[src/rtl/pfg_pkg.sv]
`default_nettype none

package pfg_pkg;

  // Frame shape
  localparam int FRAME_TICKS  = 1000;
  localparam int GAP_TICKS    = 25;
  localparam int NUM_CHANNELS = 8;

  // Field and boundary widths
  localparam int CNT_W   = 10;
  localparam int IDX_W   = 3;
  localparam int WIDTH_W = 8;
  localparam int BOUND_W = 12;

  // Reset widths
  localparam int RESET_WIDTH    = 75;
  localparam int RESET_THROTTLE = 50;
  localparam int THROTTLE_SLOT  = 2;

  typedef enum logic {
    CMD_TICK  = 1'b0,
    CMD_WRITE = 1'b1
  } cmd_t;

  typedef logic [BOUND_W-1:0] bound_t;
  typedef logic [NUM_CHANNELS-1:0][BOUND_W-1:0] bound_vec_t;

  // Width update request into the bound bank
  typedef struct packed {
    logic               en;
    logic [IDX_W-1:0]   index;
    logic [WIDTH_W-1:0] value;
  } width_wr_t;

  function automatic logic [WIDTH_W-1:0] reset_width(input int k);
    if (k == THROTTLE_SLOT) begin
      return WIDTH_W'(RESET_THROTTLE);
    end
    return WIDTH_W'(RESET_WIDTH);
  endfunction

  // End of channel k's high span at reset: gaps so far plus widths so far
  function automatic bound_t reset_bound(input int k);
    int s;
    s = GAP_TICKS * (k + 1);
    for (int j = 0; j <= k; j++) begin
      s = s + int'(reset_width(j));
    end
    return BOUND_W'(s);
  endfunction

endpackage

`default_nettype wire

[src/rtl/pfg_bound_bank.sv]
`default_nettype none

module pfg_bound_bank
  import pfg_pkg::*;
(
  input  wire logic       clk,
  input  wire logic       rst,
  input  wire width_wr_t  wr,
  output bound_vec_t      hi_bound
);

  logic [WIDTH_W-1:0] widths [NUM_CHANNELS];
  logic [WIDTH_W-1:0] old_width;

  // Current width of the channel being written
  always_comb begin
    old_width = '0;
    for (int j = 0; j < NUM_CHANNELS; j++) begin
      if (int'(wr.index) == j) begin
        old_width = widths[j];
      end
    end
  end

  // Widths and running high-span end bounds; a write shifts the written channel's bound and every later one
  always_ff @(posedge clk) begin
    if (rst) begin
      for (int k = 0; k < NUM_CHANNELS; k++) begin
        widths[k]   <= reset_width(k);
        hi_bound[k] <= reset_bound(k);
      end
    end else if (wr.en) begin
      for (int k = 0; k < NUM_CHANNELS; k++) begin
        if (int'(wr.index) == k) begin
          widths[k] <= wr.value;
        end
        if (k >= int'(wr.index)) begin
          hi_bound[k] <= hi_bound[k] - BOUND_W'(old_width) + BOUND_W'(wr.value);
        end
      end
    end
  end

endmodule

`default_nettype wire

[src/rtl/pfg_level_logic.sv]
`default_nettype none

module pfg_level_logic
  import pfg_pkg::*;
(
  input  wire logic [CNT_W-1:0] count,
  input  wire bound_vec_t       hi_bound,
  output logic                  level
);

  bound_t cnt_ext;
  bound_t gap;
  logic   done;

  assign cnt_ext = BOUND_W'(count);
  assign gap     = BOUND_W'(GAP_TICKS);

  // First span whose end reaches the count decides the level
  always_comb begin
    level = 1'b0;
    done  = 1'b0;
    if (cnt_ext <= gap) begin
      level = 1'b0;
      done  = 1'b1;
    end
    for (int k = 0; k < NUM_CHANNELS; k++) begin
      if (!done) begin
        if (cnt_ext <= hi_bound[k]) begin
          level = 1'b1;
          done  = 1'b1;
        end else if (cnt_ext <= hi_bound[k] + gap) begin
          level = 1'b0;
          done  = 1'b1;
        end
      end
    end
    // past the last gap: high to end of frame
    if (!done) begin
      level = 1'b1;
    end
  end

endmodule

`default_nettype wire

[src/rtl/ppm_frame_generator.sv]
// Channel  Direction  Handshake            Fields
// in       sink       in_valid/in_stall    cmd, channel_index, channel_value
// out      source     out_valid/out_stall  ppm_level (one per tick, none per write)
//
// One item per cycle while in_stall is low; a held tick waits for room in the result register.
// Input register, compare against registered span bounds, result register.
// Writes update the bound bank as they leave the input register and are seen by the next item.
// Synchronous reset restores the counter and the default channel widths.
// in_stall rises only when a tick is held and the result register is stalled.
`default_nettype none

module ppm_frame_generator
  import pfg_pkg::*;
(
  input  wire logic               clk,
  input  wire logic               rst,
  input  wire logic               in_valid,
  output logic                    in_stall,
  input  wire logic [0:0]         cmd,
  input  wire logic [IDX_W-1:0]   channel_index,
  input  wire logic [WIDTH_W-1:0] channel_value,
  output logic                    out_valid,
  input  wire logic               out_stall,
  output logic                    ppm_level
);

  logic               a_valid;
  cmd_t               a_cmd;
  logic [IDX_W-1:0]   a_index;
  logic [WIDTH_W-1:0] a_value;

  logic [CNT_W-1:0]   tick_count;
  logic [CNT_W-1:0]   count_inc;
  logic               a_advance;
  logic               tick_fire;
  logic               level;
  width_wr_t          wr;
  bound_vec_t         hi_bound;

  // Writes always drain; ticks need room in the result register
  assign a_advance = a_valid && (a_cmd == CMD_WRITE || !out_valid || !out_stall);
  assign in_stall  = a_valid && !a_advance;
  assign tick_fire = a_advance && (a_cmd == CMD_TICK);
  assign count_inc = tick_count + CNT_W'(1);

  assign wr.en    = a_advance && (a_cmd == CMD_WRITE)
                    && ({1'b0, a_index} < (IDX_W + 1)'(NUM_CHANNELS));
  assign wr.index = a_index;
  assign wr.value = a_value;

  // Input register
  always_ff @(posedge clk) begin
    if (rst) begin
      a_valid <= 1'b0;
    end else if (in_valid && !in_stall) begin
      a_valid <= 1'b1;
    end else if (a_advance) begin
      a_valid <= 1'b0;
    end
  end

  always_ff @(posedge clk) begin
    if (in_valid && !in_stall) begin
      a_cmd   <= cmd_t'(cmd);
      a_index <= channel_index;
      a_value <= channel_value;
    end
  end

  // Tick counter, wraps at end of frame
  always_ff @(posedge clk) begin
    if (rst) begin
      tick_count <= '0;
    end else if (tick_fire) begin
      tick_count <= (count_inc >= CNT_W'(FRAME_TICKS)) ? '0 : count_inc;
    end
  end

  pfg_bound_bank u_bank (
    .clk      (clk),
    .rst      (rst),
    .wr       (wr),
    .hi_bound (hi_bound)
  );

  pfg_level_logic u_level (
    .count    (count_inc),
    .hi_bound (hi_bound),
    .level    (level)
  );

  // Result register
  always_ff @(posedge clk) begin
    if (rst) begin
      out_valid <= 1'b0;
    end else if (tick_fire) begin
      out_valid <= 1'b1;
    end else if (!out_stall) begin
      out_valid <= 1'b0;
    end
  end

  always_ff @(posedge clk) begin
    if (tick_fire) begin
      ppm_level <= level;
    end
  end

endmodule

`default_nettype wire

[config.mk]
export PLATFORM = sky130hd
export DESIGN_NAME = ppm_frame_generator
export DESIGN_NICKNAME = d
export VERILOG_FILES = /design/src/rtl/pfg_pkg.sv /design/src/rtl/pfg_bound_bank.sv /design/src/rtl/pfg_level_logic.sv /design/src/rtl/ppm_frame_generator.sv
export SDC_FILE = /design/constraint.sdc
export NUM_CORES = 1
export LEC_CHECK = 0
export BUFFER_PORTS_ARGS = -buffer_cell sky130_fd_sc_hd__buf_2
export CAP_MARGIN = 25
export CORE_MARGIN = 1.5
export CORE_UTILIZATION = 49
export DETAILED_ROUTE_END_ITERATION = 7
export PLACE_DENSITY = 0.71
export SLEW_MARGIN = 20
export SYNTH_ARGS = -nofsm -noshare
export SYNTH_HDL_FRONTEND = slang
export SYNTH_SLANG_ARGS = --single-unit
[constraint.sdc]
create_clock -name clk -period 4.4 [get_ports clk]
set_input_delay 0.88 -clock clk [delete_from_list [all_inputs] [get_ports clk]]
set_output_delay 0.88 -clock clk [all_outputs]
set_load 0.03 [all_outputs]
# Word-level counts from Yosys, hierarchy flattened
# Memories as Yosys holds them, arrays and structs flattened.
# Index checks and enable logic that the tools add are counted.
# op_classes
eq_ne	8
n_bitwise	9
reduce_logical	26
mux	115
add_sub_neg	46
order_cmp	25
# op_table
cell	count
less-or-equal comparator 10 x 12 -> 1 bit	16
2-to-1 mux 96 bit	2
adder 12 x 8 -> 12 bit (second input constant)	15
2-to-1 mux 8 bit	17
adder 12 x 5 -> 12 bit (second input constant)	8
adder 12 x 8 -> 12 bit	8
subtractor 12 x 8 -> 12 bit	8
2-to-1 mux 1 bit	87
2-to-1 mux 12 bit	7
adder 9 x 8 -> 10 bit (first input constant)	4
adder 8 x 8 -> 9 bit (first input constant)	2
AND reduction 2 bit	7
nonzero test 2 bit	7
== test 3 bit (second input constant)	4
adder 10 x 1 -> 10 bit (second input constant)	1
>= comparator 10 bit (second input constant)	1
less-or-equal comparator 10 x 5 -> 1 bit (second input constant)	1
2-to-1 mux 10 bit	1
>= comparator 3 bit (first input constant)	3
bitwise OR 1 bit	8
2-to-1 mux 7 bit	1
== test 3 x 2 -> 1 bit (second input constant)	2
>= comparator 1 x 3 -> 1 bit (first input constant)	2
>= comparator 2 x 3 -> 1 bit (first input constant)	2
7 further kinds	15
# totals
input_bits	16
memories	1
out_inout_bits	3
ff_bits	121
ramBits	64
# mem_list
name	depth	width	read_ports	rd_ports_with_merged_regs	write_ports	line_no	rtl
u_bank.widths	8	8	8	0	8	pfg_bound_bank.sv:12	logic [WIDTH_W-1:0] widths [NUM_CHANNELS];

# Depth between registers and ports, before layout
# logic_depth
word_depth	25
depth_mapped	19

# Hierarchy
# Synthesis repeated with hierarchy kept, for this count alone.
# hier_totals
hier_cells	1897
hier_area_um2	17948.5
# by_module_without_submodules
module	cells_per_inst	area_per_inst_um2	n_inst	seq_area_each_um2
pfg_bound_bank	1070	11398.4	1	4564.4
pfg_level_logic	713	5300.1	1	0.0
ppm_frame_generator	114	1249.9	1	630.6

# Worst setup path before layout
# No wires, ideal clock.
# synth_timing
path_type	register to register
start	register a_index[0]
end	register u_bank.hi_bound[47] in the netlist's numbering, data pin
path_slack_ps	-242
stages_incl_launch_ff	17
t_required_ps	4126
setup_time_ps	274
path_buffers	2
t_arrival_ps	4368
period_less_slack_ps	4642
cell_sequence	edfxtp_1 clkbuf_1 clkbuf_1 nor4_1 nor2_1 o221ai_1 o21ai_0 fa_1 inv_1 ha_1 inv_1 o21bai_1 a21oi_1 o21bai_1 a211o_1 a2111oi_0 o31ai_1
# synth_via
elab_chain_cells	14
word_cells_on_any_way	21
# synth_lines
element	line_no	rtl
start: declaration	ppm_frame_generator.sv:29	logic [IDX_W-1:0] a_index;
start signal: assignment	ppm_frame_generator.sv:65	a_index <= channel_index;
zero test 3 bit	pfg_bound_bank.sv:19	if (int'(wr.index) == j) begin
2-to-1 mux 8 bit (7 in a row)	pfg_bound_bank.sv:19	
2-to-1 mux 8 bit (*)	pfg_bound_bank.sv:19	
subtractor 12 x 8 -> 12 bit (*)	pfg_bound_bank.sv:38	hi_bound[k] <= hi_bound[k] - BOUND_W'(old_width) + BOUND_W'(wr.value);
adder 12 x 8 -> 12 bit (*)	pfg_bound_bank.sv:38	
2-to-1 mux 12 bit (*)	pfg_bound_bank.sv:37	if (k >= int'(wr.index)) begin
2-to-1 mux 96 bit (*)	pfg_bound_bank.sv:32	end else if (wr.en) begin
2-to-1 mux 96 bit (*)	pfg_bound_bank.sv:27	if (rst) begin
end signal: indexed assignment	pfg_bound_bank.sv:30	hi_bound[k] <= reset_bound(k);
end signal: indexed assignment	pfg_bound_bank.sv:38	
end: declaration	pfg_bound_bank.sv:9	output bound_vec_t hi_bound
# Mark *: on every way between the ends. The rest lies on a longest branch, timed or not. The select of a mux whose other input is x is not followed.
# A chain may end at the register's enable or synchronous reset.

# Worst setup path after layout
# layout_timing
start	register a_index[1]
end	register u_bank.hi_bound[10] in the netlist's numbering
# layout_via
elab_chain_cells	11
word_cells_on_any_way	20
# layout_lines
element	line_no
zero test 3 bit	pfg_bound_bank.sv:19
2-to-1 mux 8 bit (8 in a row)	pfg_bound_bank.sv:19
subtractor 12 x 8 -> 12 bit	pfg_bound_bank.sv:38
adder 12 x 8 -> 12 bit	pfg_bound_bank.sv:38
# Parallel ways exist; a longest one is shown, timed or not.

==> results.md <==
- Outcome: finished, final reports clean
- Average wire per standard cell: between 15 and 20 µm
- Total power draw: approximately 5900 µW
- CP Cell Sequence: buf_4 -> buf_12 -> mux4_2 -> mux2_4 -> fa_1 -> inv_1 -> ha_1 -> nor2b_1 -> o21ai_0 -> a21oi_1 -> o21ai_0 -> a21boi_0 -> o21ai_1 -> a21boi_0 -> o2111a_1 -> a211oi_1
- Global-route wire length before repair: 78300 µm
- Share of layout cells above drive strength 1: 0.0986
- Main combinational cell family by area after synthesis: adder cells
- Final setup fails: 0
- Worst path top cell family by delay: compound AO/OA/AOI/OAI gates
- Die W: just under 200 µm
- P&R area growth vs syn: 10.7%
- Post-synthesis xor/xnor area fraction: 0.0813
- Worst path depth: 16
- Vias per cell: around 5.8
- Die height: ~200 µm
- H-tree depth: 4
- Synth Area in Simple Gates: 0.130
- Worst Skew: between 0.015 and 0.02 ns
- Total grt overflow: 0
- Root Driver: clkbuf_16
- Sequential cell area fraction in the yosys report: 0.287
- Bufs and invs on worst path: 3
- WP data required: 4.79 ns
- Dpl hpwl: 36600 µm
- CTS Hold Bufs: 0
- Leakage power: slightly above 0.009 µW
- Tmin final: 4.22 ns
- Max-slew headroom: 0.339
- EDFF count, synth: between 100 and 150
- Busiest grt layer: met2
- Synth Instances: between 1500 and 2000
- Largest net degree at the start of global routing: 43
- Setup CP Type: flip-flop to flip-flop
- Compound-Gate Fraction of Synth Area: 0.141
- Cell at the slowest stage of the critical path: edfxtp_1
- Clock Latency Late Sink: 0.47 ns
- M1 GR Usage: 0.345
- Hold slack: approximately 0.49 ns
- Clock slew at reported path FFs: roughly 0.09 ns
- Vias in the first global route: 14600
- # clock sinks: 185
- Synth Cell Area: approximately 0.018 mm²
- Post-Synthesis Net Count: between 2000 and 2500
- Fin. Hold Viols: 0
- Commonest non-fill, non-tap cell in the layout: inv_1
- Post-synthesis async set-or-reset flop share: 0
- Worst hold stages: 2
- CTS Buf Count: 17
- Tightest Pin Transition: approximately 1 ns
- Most frequent cells in the layout: 299 x inv_1, 279 x ha_1, 149 x edfxtp_1
- Total GRT Usage: 0.264
- I/O Buffers: 18
- Adder-Cell Fraction of Synth Area: 0.265
- Filler cells: approximately 3200
- MaxCap Viol Count: 0
- Drt drc: 0
- Max Fclk: 237 MHz
- Peak VDD IR: 0.321 mV
- Post-synthesis area per instance: between 9 and 10 µm²
- Drt total wl: slightly below 50000 µm
- Rows: 70
- CP Data Arrival Time: between 4 and 5 ns
- Final GP Congestion: a little under 0.9
- Initial core utilization: 0.496
- Crit-path max FO: 16
- Yosys reg bits: approximately 190
- Pwr/cell area: 293 mW/mm²
- Period utilization: 0.960
- First-pass detailed-route iteration total: 5
- Top FF cell, synth: edfxtp_1
- Post-layout nets: 2384
- Clk buf depth: 2
- Met2 usage: 0.442
- Initial antenna violation count: 0
- Diode count: 0
- Crit start category: flip-flop
- Tightest Hold Check Type: flip-flop to flip-flop
- CP max stage delay: just over 0.5 ns
- Setup crit end kind: flip-flop
- Pins Over Slew Limit: 0
- 1st-iter DRT viols: around 1200
- R2R depth: 16
- Die area: about 0.038 mm²
- Core Area: 0.0364 mm²
- Synth warn: 0
- Vias post-DR: roughly 15000
- Io pins: 19
- Antenna-violating nets left: 0
- Mux share of post-synthesis cell area: 0.0229
- Met3 Resource Use GR: 0.0344
- TritonCTS clock tree: built
- Count of cell types in the netlist: roughly 80
## power breakdown
| part | total, µW | switching (µW) | internal, µW |
|---|---|---|---|
| combinational | 2200 | 1230 | 972 |
| clock | 1600 | 835 | 769 |
| sequential | 2070 | 84.8 | 1990 |
| total | 5870 | 2150 | 3730 |
## per-stage QoR
stage	instance area (µm²)	TNS, ns	util	std cells	setup WS, ns
6_report	20000	0	0.550	2506	0.176
5_1_grt	20000	-0.121	0.550	2506	-0.0370
4_1_cts	19900	0	0.546	2498	0.00793
3_5_place_dp	19300	-0.217	0.528	2464	-0.197
3_3_place_gp	19200	-0.167	0.528	2463	-0.167
2_1_floorplan	18100	0	-	1939	0.0610
## sequential cells by signal, summed over array words and instances (netlist names)
name / count
u_bank.hi_bound: 96
u_bank.widths: 64
tick_count: 10
a_value: 8
a_index: 3
a_cmd: 1
a_valid: 1
out_valid: 1
ppm_level: 1
## metal layers
layer | up-vias | share of wire | routed length [µm]
li1 | 6932 | - | -
met1 | 7067 | 0.43 | 21100
met2 | 483 | 0.47 | 23200
met3 | 94 | 0.062 | 3070
met4 | 0 | 0.034 | 1680
met5 | - | 0 | 0
## worst min-delay path: cells and delay by family (launching register included)
| kind | cells | cell delay (ns) |
|---|---|---|
| AO/OA/AOI/OAI | 1 | 0.05 |
| flip-flops | 1 | 0.34 |
| AND/OR/NAND/NOR | 1 | 0.06 |
## synthesized netlist by cell type (all sizes together) (16+ instances only)
library cell	count	area [µm²]
a21oi	120	601
nor3	33	165
o21ai	91	459
nand2	140	526
o21bai	30	225
edfxtp	149	4470
ha	279	3490
xor2	22	193
clkbuf	31	116
nand3	50	263
inv	301	1130
xnor2	133	1160
nor2b	19	119
nor2	124	473
dfxtp	36	721
fa	64	1280
a21o	48	360
nand4	22	144
and3	16	100
## cell type report
type | count | area, µm² | share of cell area
multi-input combinational | 1409 | 11700 | 0.585
sequential | 185 | 5190 | 0.259
inverter | 306 | 1150 | 0.0574
timing repair buffer | 106 | 779 | 0.0389
tap | 468 | 586 | 0.0292
clock buffer | 17 | 425 | 0.0212
clock inverter | 15 | 173 | 0.00862
## repair_timing
action                     4_1_cts  5_1_grt
pin swaps                        0        1
gates resized for setup          4       28
setup endpoints to repair        4       24
buffers inserted                 2        7
## path summary, 6_finish.rpt
| path | from | end | slack (ns) |
|---|---|---|---|
| max reg2reg | a_index[1] | u_bank.hi_bound[10] | 0.18 |
| max | a_index[1] | u_bank.hi_bound[10] | 0.18 |
| min | u_bank.hi_bound[17] | u_bank.hi_bound[17] | 0.49 |
| min reg2reg | u_bank.hi_bound[17] | u_bank.hi_bound[17] | 0.49 |
## cells by family after synthesis
| logic type | Yosys count |
|---|---|
| simple gates | 481 |
| flops | 185 |
| compound gates | 400 |
| mux | 23 |
| fa+ha+maj | 345 |
| xor+xnor | 160 |
| buf+inv | 345 |
Power figures use the tool's default switching activity.
